[config.mk]
export PLATFORM = sky130hd
export DESIGN_NAME = good_bad_send_rate_control
export DESIGN_NICKNAME = d
export VERILOG_FILES = /design/src/hw/rtl/gbsrc_pkg.sv /design/src/hw/rtl/gbsrc_cfg_regs.sv /design/src/hw/rtl/gbsrc_update.sv /design/src/hw/rtl/good_bad_send_rate_control.sv
export SDC_FILE = /design/constraint.sdc
export NUM_CORES = 1
export LEC_CHECK = 0
export ABC_AREA = 0
export BUFFER_PORTS_ARGS = -buffer_cell sky130_fd_sc_hd__buf_2
export CORE_ASPECT_RATIO = 1.25
export CORE_MARGIN = 1.5
export CORE_UTILIZATION = 35
export DETAILED_ROUTE_END_ITERATION = 8
export PLACE_DENSITY = 0.57
export SETUP_SLACK_MARGIN = 0.15
export SLEW_MARGIN = 5
export SYNTH_ARGS = -nofsm -noshare
export SYNTH_HDL_FRONTEND = slang
export SYNTH_SLANG_ARGS = --single-unit
[constraint.sdc]
create_clock -name clk -period 4.97 [get_ports clk]
set_input_delay 1.491 -clock clk [delete_from_list [all_inputs] [get_ports clk]]
set_output_delay 1.491 -clock clk [all_outputs]
set_load 0.01 [all_outputs]
[src/hw/rtl/gbsrc_pkg.sv]
// ----------------------------------------------------------------------------
// gbsrc_pkg
// Shared widths, register reset values, register indexes and the
// configuration bundle for the good/bad send rate controller.
// ----------------------------------------------------------------------------
package gbsrc_pkg;

  localparam int TIME_WIDTH_DEF = 32;

  localparam int RTT_W     = 24;
  localparam int PEN_W     = 26;
  localparam int RATE_W    = 8;
  localparam int ELAPSED_W = 20;
  localparam int OP_W      = 1;

  localparam int CFG_IDX_W  = 3;
  localparam int CFG_DATA_W = 26;

  localparam int IN_DATA_W  = 48;
  localparam int OUT_DATA_W = 40;

  localparam logic [RTT_W-1:0]  RTT_THRESHOLD_RST = RTT_W'(250000);
  localparam logic [PEN_W-1:0]  PENALTY_INIT_RST  = PEN_W'(4000000);
  localparam logic [PEN_W-1:0]  PENALTY_MIN_RST   = PEN_W'(1000000);
  localparam logic [PEN_W-1:0]  PENALTY_MAX_RST   = PEN_W'(60000000);
  localparam logic [PEN_W-1:0]  STABLE_WINDOW_RST = PEN_W'(10000000);
  localparam logic [RATE_W-1:0] GOOD_RATE_RST     = RATE_W'(30);
  localparam logic [RATE_W-1:0] BAD_RATE_RST      = RATE_W'(10);

  // Input word kinds carried in tuser
  localparam logic [OP_W-1:0] OP_TICK    = 1'b0;
  localparam logic [OP_W-1:0] OP_RESTART = 1'b1;

  typedef enum logic [CFG_IDX_W-1:0] {
    CFG_RTT_THRESHOLD = 3'd0,
    CFG_PENALTY_INIT  = 3'd1,
    CFG_PENALTY_MIN   = 3'd2,
    CFG_PENALTY_MAX   = 3'd3,
    CFG_STABLE_WINDOW = 3'd4,
    CFG_GOOD_RATE     = 3'd5,
    CFG_BAD_RATE      = 3'd6
  } cfg_idx_t;

  typedef struct packed {
    logic [RTT_W-1:0]  rtt_threshold_us;
    logic [PEN_W-1:0]  penalty_init_us;
    logic [PEN_W-1:0]  penalty_min_us;
    logic [PEN_W-1:0]  penalty_max_us;
    logic [PEN_W-1:0]  stable_window_us;
    logic [RATE_W-1:0] good_rate;
    logic [RATE_W-1:0] bad_rate;
  } cfg_t;

endpackage

[src/hw/rtl/gbsrc_cfg_regs.sv]
// ----------------------------------------------------------------------------
// gbsrc_cfg_regs
// Configuration register file; takes one write word per cycle.
// ----------------------------------------------------------------------------
module gbsrc_cfg_regs
  import gbsrc_pkg::*;
(
  input  logic                  clk,
  input  logic                  rst,
  input  logic                  wr_en,
  input  logic [CFG_IDX_W-1:0]  wr_index,
  input  logic [CFG_DATA_W-1:0] wr_data,
  output cfg_t                  cfg
);

  always_ff @(posedge clk) begin
    if (rst) begin
      cfg.rtt_threshold_us <= RTT_THRESHOLD_RST;
      cfg.penalty_init_us  <= PENALTY_INIT_RST;
      cfg.penalty_min_us   <= PENALTY_MIN_RST;
      cfg.penalty_max_us   <= PENALTY_MAX_RST;
      cfg.stable_window_us <= STABLE_WINDOW_RST;
      cfg.good_rate        <= GOOD_RATE_RST;
      cfg.bad_rate         <= BAD_RATE_RST;
    end else if (wr_en) begin
      case (wr_index)
        CFG_RTT_THRESHOLD: cfg.rtt_threshold_us <= wr_data[RTT_W-1:0];
        CFG_PENALTY_INIT:  cfg.penalty_init_us  <= wr_data[PEN_W-1:0];
        CFG_PENALTY_MIN:   cfg.penalty_min_us   <= wr_data[PEN_W-1:0];
        CFG_PENALTY_MAX:   cfg.penalty_max_us   <= wr_data[PEN_W-1:0];
        CFG_STABLE_WINDOW: cfg.stable_window_us <= wr_data[PEN_W-1:0];
        CFG_GOOD_RATE:     cfg.good_rate        <= wr_data[RATE_W-1:0];
        CFG_BAD_RATE:      cfg.bad_rate         <= wr_data[RATE_W-1:0];
        default: begin
          // drop writes to unused indexes
        end
      endcase
    end
  end

endmodule

[src/hw/rtl/gbsrc_update.sv]
// ----------------------------------------------------------------------------
// gbsrc_update
// Next-state logic for one word: restart, mode switch, penalty doubling and
// halving, saturating timers.
// ----------------------------------------------------------------------------
module gbsrc_update
  import gbsrc_pkg::*;
#(
  parameter int TIME_WIDTH = TIME_WIDTH_DEF
) (
  input  cfg_t                  cfg,
  input  logic [OP_W-1:0]       op,
  input  logic [ELAPSED_W-1:0]  elapsed_us,
  input  logic [RTT_W-1:0]      rtt_us,
  input  logic                  is_good,
  input  logic [PEN_W-1:0]      penalty,
  input  logic [TIME_WIDTH-1:0] good_time,
  input  logic [TIME_WIDTH-1:0] reduce_accum,
  output logic                  is_good_next,
  output logic [PEN_W-1:0]      penalty_next,
  output logic [TIME_WIDTH-1:0] good_time_next,
  output logic [TIME_WIDTH-1:0] reduce_accum_next,
  output logic [RATE_W-1:0]     send_rate_next
);

  logic                  bad_rtt;
  logic [TIME_WIDTH:0]   gt_sum;
  logic [TIME_WIDTH:0]   ra_sum;
  logic [TIME_WIDTH-1:0] gt_sat;
  logic [TIME_WIDTH-1:0] ra_sat;
  logic [TIME_WIDTH-1:0] gt_bad;
  logic [TIME_WIDTH-1:0] window_ext;
  logic [PEN_W:0]        pen_dbl;
  logic [PEN_W-1:0]      pen_half;

  assign bad_rtt    = rtt_us > cfg.rtt_threshold_us;
  assign gt_sum     = {1'b0, good_time} + (TIME_WIDTH + 1)'(elapsed_us);
  assign ra_sum     = {1'b0, reduce_accum} + (TIME_WIDTH + 1)'(elapsed_us);
  assign gt_sat     = gt_sum[TIME_WIDTH] ? '1 : gt_sum[TIME_WIDTH-1:0];
  assign ra_sat     = ra_sum[TIME_WIDTH] ? '1 : ra_sum[TIME_WIDTH-1:0];
  assign gt_bad     = bad_rtt ? '0 : gt_sat;
  assign window_ext = TIME_WIDTH'(cfg.stable_window_us);
  assign pen_dbl    = {penalty, 1'b0};
  assign pen_half   = penalty >> 1;

  always_comb begin
    is_good_next      = is_good;
    penalty_next      = penalty;
    good_time_next    = good_time;
    reduce_accum_next = reduce_accum;
    if (op == OP_RESTART) begin
      is_good_next      = 1'b0;
      penalty_next      = cfg.penalty_init_us;
      good_time_next    = '0;
      reduce_accum_next = '0;
    end else if (is_good) begin
      if (bad_rtt) begin
        // drop to bad mode; a short good spell doubles the penalty
        is_good_next      = 1'b0;
        good_time_next    = '0;
        reduce_accum_next = '0;
        if ((good_time < window_ext) && (penalty < cfg.penalty_max_us)) begin
          penalty_next = (pen_dbl > {1'b0, cfg.penalty_max_us}) ?
                         cfg.penalty_max_us : pen_dbl[PEN_W-1:0];
        end
      end else begin
        good_time_next    = gt_sat;
        reduce_accum_next = ra_sat;
        if ((ra_sat > window_ext) && (penalty > cfg.penalty_min_us)) begin
          penalty_next      = (pen_half < cfg.penalty_min_us) ?
                              cfg.penalty_min_us : pen_half;
          reduce_accum_next = '0;
        end
      end
    end else begin
      good_time_next = gt_bad;
      if (gt_bad > TIME_WIDTH'(penalty)) begin
        good_time_next    = '0;
        reduce_accum_next = '0;
        is_good_next      = 1'b1;
      end
    end
  end

  assign send_rate_next = is_good_next ? cfg.good_rate : cfg.bad_rate;

endmodule

[src/hw/rtl/good_bad_send_rate_control.sv]
// ----------------------------------------------------------------------------
// good_bad_send_rate_control
// Two-mode link send rate controller with a streaming word interface.
// ----------------------------------------------------------------------------
// Takes one word per clock while the result side keeps up, and returns one
// result word for each, in order. A word passes an input register, the mode
// and penalty update, and the result register. The state registers close a
// loop through the update logic, and that loop sets the sustained rate of
// one word per cycle. Back-pressure on the result side stalls the input
// register: with the result register held, the input register takes one
// more word and then holds s_tready low. Tick words carry elapsed time and a
// round-trip time; a restart word (tuser set) clears the mode and timers and
// loads the configured initial penalty but leaves the configuration alone.
// Configuration writes are taken in any cycle and are meant to be issued
// only while no word is in flight; a new initial penalty takes effect at the
// next restart.
// ----------------------------------------------------------------------------
module good_bad_send_rate_control
  import gbsrc_pkg::*;
#(
  parameter int TIME_WIDTH = TIME_WIDTH_DEF
) (
  input  logic                  clk,
  input  logic                  rst,
  // input stream
  input  logic                  s_tvalid,
  output logic                  s_tready,
  input  logic [IN_DATA_W-1:0]  s_tdata,   // [19:0] elapsed_us, [43:20] rtt_us, zero pad
  input  logic [OP_W-1:0]       s_tuser,   // [0] op: 0 tick, 1 restart
  // result stream
  output logic                  m_tvalid,
  input  logic                  m_tready,
  output logic [OUT_DATA_W-1:0] m_tdata,   // [0] good_mode, [8:1] send_rate,
                                           // [34:9] penalty_us, zero pad
  // configuration writes
  input  logic                  cfg_valid,
  output logic                  cfg_ready,
  input  logic [CFG_IDX_W-1:0]  cfg_index,
  input  logic [CFG_DATA_W-1:0] cfg_data
);

  cfg_t cfg;

  // input register
  logic                  in_valid;
  logic [OP_W-1:0]       in_op;
  logic [ELAPSED_W-1:0]  in_elapsed;
  logic [RTT_W-1:0]      in_rtt;

  // controller state
  logic                  is_good;
  logic [PEN_W-1:0]      penalty;
  logic [TIME_WIDTH-1:0] good_time;
  logic [TIME_WIDTH-1:0] reduce_accum;

  logic                  is_good_next;
  logic [PEN_W-1:0]      penalty_next;
  logic [TIME_WIDTH-1:0] good_time_next;
  logic [TIME_WIDTH-1:0] reduce_accum_next;
  logic [RATE_W-1:0]     send_rate_next;

  // result register
  logic                  out_valid;
  logic                  out_good;
  logic [RATE_W-1:0]     out_rate;
  logic [PEN_W-1:0]      out_penalty;

  logic                  advance;
  logic                  take_in;

  assign cfg_ready = 1'b1;

  gbsrc_cfg_regs u_cfg (
    .clk      (clk),
    .rst      (rst),
    .wr_en    (cfg_valid & cfg_ready),
    .wr_index (cfg_index),
    .wr_data  (cfg_data),
    .cfg      (cfg)
  );

  // Advance the held word whenever the result register is free or drains now
  assign advance  = in_valid & (~out_valid | m_tready);
  assign s_tready = ~in_valid | advance;
  assign take_in  = s_tvalid & s_tready;

  always_ff @(posedge clk) begin
    if (rst) begin
      in_valid <= 1'b0;
    end else if (take_in) begin
      in_valid <= 1'b1;
    end else if (advance) begin
      in_valid <= 1'b0;
    end
  end

  always_ff @(posedge clk) begin
    if (take_in) begin
      in_op      <= s_tuser;
      in_elapsed <= s_tdata[ELAPSED_W-1:0];
      in_rtt     <= s_tdata[ELAPSED_W+RTT_W-1:ELAPSED_W];
    end
  end

  gbsrc_update #(
    .TIME_WIDTH (TIME_WIDTH)
  ) u_update (
    .cfg               (cfg),
    .op                (in_op),
    .elapsed_us        (in_elapsed),
    .rtt_us            (in_rtt),
    .is_good           (is_good),
    .penalty           (penalty),
    .good_time         (good_time),
    .reduce_accum      (reduce_accum),
    .is_good_next      (is_good_next),
    .penalty_next      (penalty_next),
    .good_time_next    (good_time_next),
    .reduce_accum_next (reduce_accum_next),
    .send_rate_next    (send_rate_next)
  );

  // Commit state only when the word moves into the result register
  always_ff @(posedge clk) begin
    if (rst) begin
      is_good      <= 1'b0;
      penalty      <= PENALTY_INIT_RST;
      good_time    <= '0;
      reduce_accum <= '0;
    end else if (advance) begin
      is_good      <= is_good_next;
      penalty      <= penalty_next;
      good_time    <= good_time_next;
      reduce_accum <= reduce_accum_next;
    end
  end

  always_ff @(posedge clk) begin
    if (rst) begin
      out_valid <= 1'b0;
    end else if (advance) begin
      out_valid <= 1'b1;
    end else if (m_tready) begin
      out_valid <= 1'b0;
    end
  end

  // Hold the result payload until the next word replaces it
  always_ff @(posedge clk) begin
    if (advance) begin
      out_good    <= is_good_next;
      out_rate    <= send_rate_next;
      out_penalty <= penalty_next;
    end
  end

  assign m_tvalid = out_valid;
  assign m_tdata  = {(OUT_DATA_W - 1 - RATE_W - PEN_W)'(0), out_penalty, out_rate, out_good};

endmodule

==> results_dict.tcl <==
set metrics [dict create \
    yosys.area.top_type "dfxtp_1" \
    startpoint_type "flip-flop" \
    setup_ws_ns -0.266 \
    setup_violations 100 \
    maxCapViolations 0 \
    critical_path.max_fanout 8 \
    via_per_inst 5.59 \
    die_y_um 272 \
    leakagePower_nw 11.5 \
    p_switching_mw 2.04 \
    yosysSeqAreaShare_pct 35.2 \
    coreArea_um2 57300 \
    fin_crit_sh_pct 105 \
    clock_latency_ns 0.58 \
    hold_violations 0 \
    synth-edff-count 80 \
    die-area_um2 59400 \
    critPathSlowestCell "edfxtp_1" \
    wl_mm 76.8 \
    status "finished with violations" \
    hold_path.class "flip-flop to flip-flop" \
    synth-seq-cells 317 \
    numCtsBuffers 37 \
    dp.cells 3463 \
    ys.flop_type "dfxtp_1" \
    end_kind "flip-flop" \
    violations "setup timing" \
    antenna_found_initial 2 \
    start_util_pct 35.4 \
    netlist_area_um2 20300 \
    clk_pin_slew_worst_paths_ns 0.06 \
    setup.worst_path.class "flip-flop to flip-flop" \
    antennaDiodeCount 0 \
    p_int_mw 4.89 \
    p_total_mw 6.93 \
    rows 98 \
    grt.overflow.total 0 \
    cts_buffer_depth 3 \
    ys_warn_count 0 \
    slew_headroom_pct 14.5 \
    clock_skew_ns 0.0281 \
    power_density_nw_per_um2 255 \
    crit_path_frequent_cell "a21oi_2" \
    syn_area_per_cell_um2 8.39 \
    period_needed_ns 5.24 \
    switching_share_pct 29.4 \
    rsz0062_at_grt "true" \
    hold-worst-slack_ns 0.449 \
    synthCells 2418 \
    p_comb_share_pct 19.2 \
    drive_above_1_share_pct 27.7 \
    pre_cts_ws_ns -0.647 \
    clockPowerShare_pct 40.3 \
    tightest_slew_ns 1.28 \
    ir_drop_v 0.000224 \
    grt_usage_pct 25.1 \
    cp.arrival_ns 5.70 \
    drt_iter0_markers 1510 \
    dr.pass1.iters 6 \
    yosys.cell_types.count 82 \
    ys_async_sr_fraction_pct 0 \
    seqPwrFrac_pct 40.5 \
    h-tree-depth 2 \
    synth_top_area_share_pct 23.4 \
    fill_cells 5438 \
    wl_per_cell_um 21.3 \
    grt_max_degree 80 \
    die_x_um 218 \
    place_congestion 0.947 \
    worstPathRequired_ns 5.43 \
    final_antenna_net_count 0 \
    tritoncts "done" \
    cts_root_buf "clkbuf_16" \
    area_growth_syn_to_layout_pct 34.3 \
    final_util_pct 47.6 \
    fmax_mhz 191 \
    cts.sinks 317 \
    drc 0 \
    dpl.hpwl_mm 54.1 \
    report.final.slew_viol_count 0 \
    layout.nets 3152 \
    top_level_ports 126 \
    netlist_top_cells_area "dfxtp_1 23%, ha_1 15%, edfxtp_1 12%" \
    multiInputGateArea_um2 13600 \
    vias 20100 \
    port_buffers 115 \
    holdBufCountCts 0 \
    cp_slowest_stage_delay_ns 0.42 \
    register_area_um2 7150 \
    final_cells 3605 \
    first_global_vias 20200 \
    grt_pass1_wl_mm 115 \
]
[repair_timing]
item                       4_1_cts  5_1_grt
gates resized for setup        155      186
setup buffers                   44       20
setup endpoints to repair      126      126
cloned                           8        2
pin swaps                      127      101
[power by group through the flow]
| stage | logic, mW | registers [mW] | clock network, mW |
|---|---|---|---|
| 2_1_floorplan | 0.609 | 2.84 | 0 |
| 3_3_place_gp | 1.05 | 2.86 | 0 |
| 3_5_place_dp | 1.07 | 2.86 | 0 |
| 4_1_cts | 1.19 | 2.80 | 2.85 |
| 5_1_grt | 1.43 | 2.81 | 2.95 |
| 6_report | 1.33 | 2.81 | 2.80 |
[cell usage after synthesis (15+ instances only)]
master	count
clkbuf_1	81
o22ai_1	21
a31oi_1	17
buf_2	16
a211oi_1	15
nand3_1	34
o21ai_0	98
nor2_1	151
a21o_1	51
xnor2_1	31
o211ai_1	29
ha_1	241
a21oi_1	286
nand2b_1	17
a221oi_1	15
o221ai_1	20
nor2b_1	15
a22o_1	51
nor3_1	32
a211o_1	30
nand3b_1	27
dfxtp_1	237
nand4_1	38
inv_1	151
edfxtp_1	80
nand2_1	395
and2_1	26
[worst paths after layout]
check,slack (ns),from,cells after the start,endpoint
setup / recovery,-0.27,in_elapsed[0],26,reduce_accum[3]
hold / removal,0.45,u_cfg.cfg[95],2,u_cfg.cfg[95]
setup reg to reg,-0.27,in_elapsed[0],26,reduce_accum[3]
hold reg to reg,0.45,u_cfg.cfg[95],2,u_cfg.cfg[95]
[registers in the layout (all words and copies together) (netlist names)]
register      cells
good_time        32
in_elapsed       20
in_op             1
in_rtt           24
in_valid          1
is_good           1
m_tvalid          1
out_good          1
out_penalty      26
out_rate          8
penalty          26
reduce_accum     32
u_cfg.cfg       144
[layer usage]
layer  GRT usage [%]  part of all wire (%)
met5               0                 0.027
met4            15.1                   6.3
met3            3.58                   5.0
met2            42.1                    47
met1            30.2                    41
[cell type report]
type	count	share of cell area, %
clock buffers	47	3.58
clock inverters	21	0.864
inverters	151	2.08
multi-input cells	1842	50.1
flip-flops and latches	317	26.2
well taps	750	3.45
repair buffers	477	13.7
[through the flow]
stage               cell area, µm²  setup TNS (ns)
detailed placement           23700          -66.65
CTS                          26100          -13.49
global placement             23700          -62.01
floorplan                    20300               0
finish                       27200          -11.42
global route                 27200          -38.94
[worst max-delay path, delay by kind of cell, from the launching register on]
kind | cells | cell delay [ns]
AOI/OAI and AO/OA | 13 | 2.16
adders and majority gates | 3 | 0.82
buffers and inverters | 5 | 0.79
and+or+nand+nor | 4 | 0.70
DFF | 1 | 0.42
xor gates and xnor gates | 1 | 0.24
[placed cells by master (no fill, tap or decap), drive strengths merged, types with 16 or more instances in the layout]
master	Yosys	routed
nand3	34	34
a21oi	288	288
nor2	151	151
nand2b	17	17
a22o	51	51
nand3b	27	27
a21o	51	51
o22ai	21	21
nor3	34	35
o221ai	20	20
ha	241	241
edfxtp	80	80
nand2	395	395
a211oi	16	16
a211o	30	30
a31oi	17	17
a221oi	22	22
o211ai	29	29
inv	151	153
clkbuf	81	49
and2	27	27
dfxtp	237	237
xnor2	31	31
o21ai	99	99
buf	32	474
nand4	38	38
[cells by family (layout without fill, tap and decap cells)]
kind of cell / count (synthesis) / after routing / synth area share (%)
simple gates: 799 / 800 / 17.9
mux: 21 / 21 / 1.09
buf+inv: 264 / 696 / 5.21
other cells: 2 / 6 / 0.0370
flops: 317 / 317 / 35.2
compound gates: 727 / 727 / 23.5
fa+ha+maj: 243 / 243 / 15.1
xor+xnor: 45 / 45 / 1.94
(Power assumes the default switching activity.)
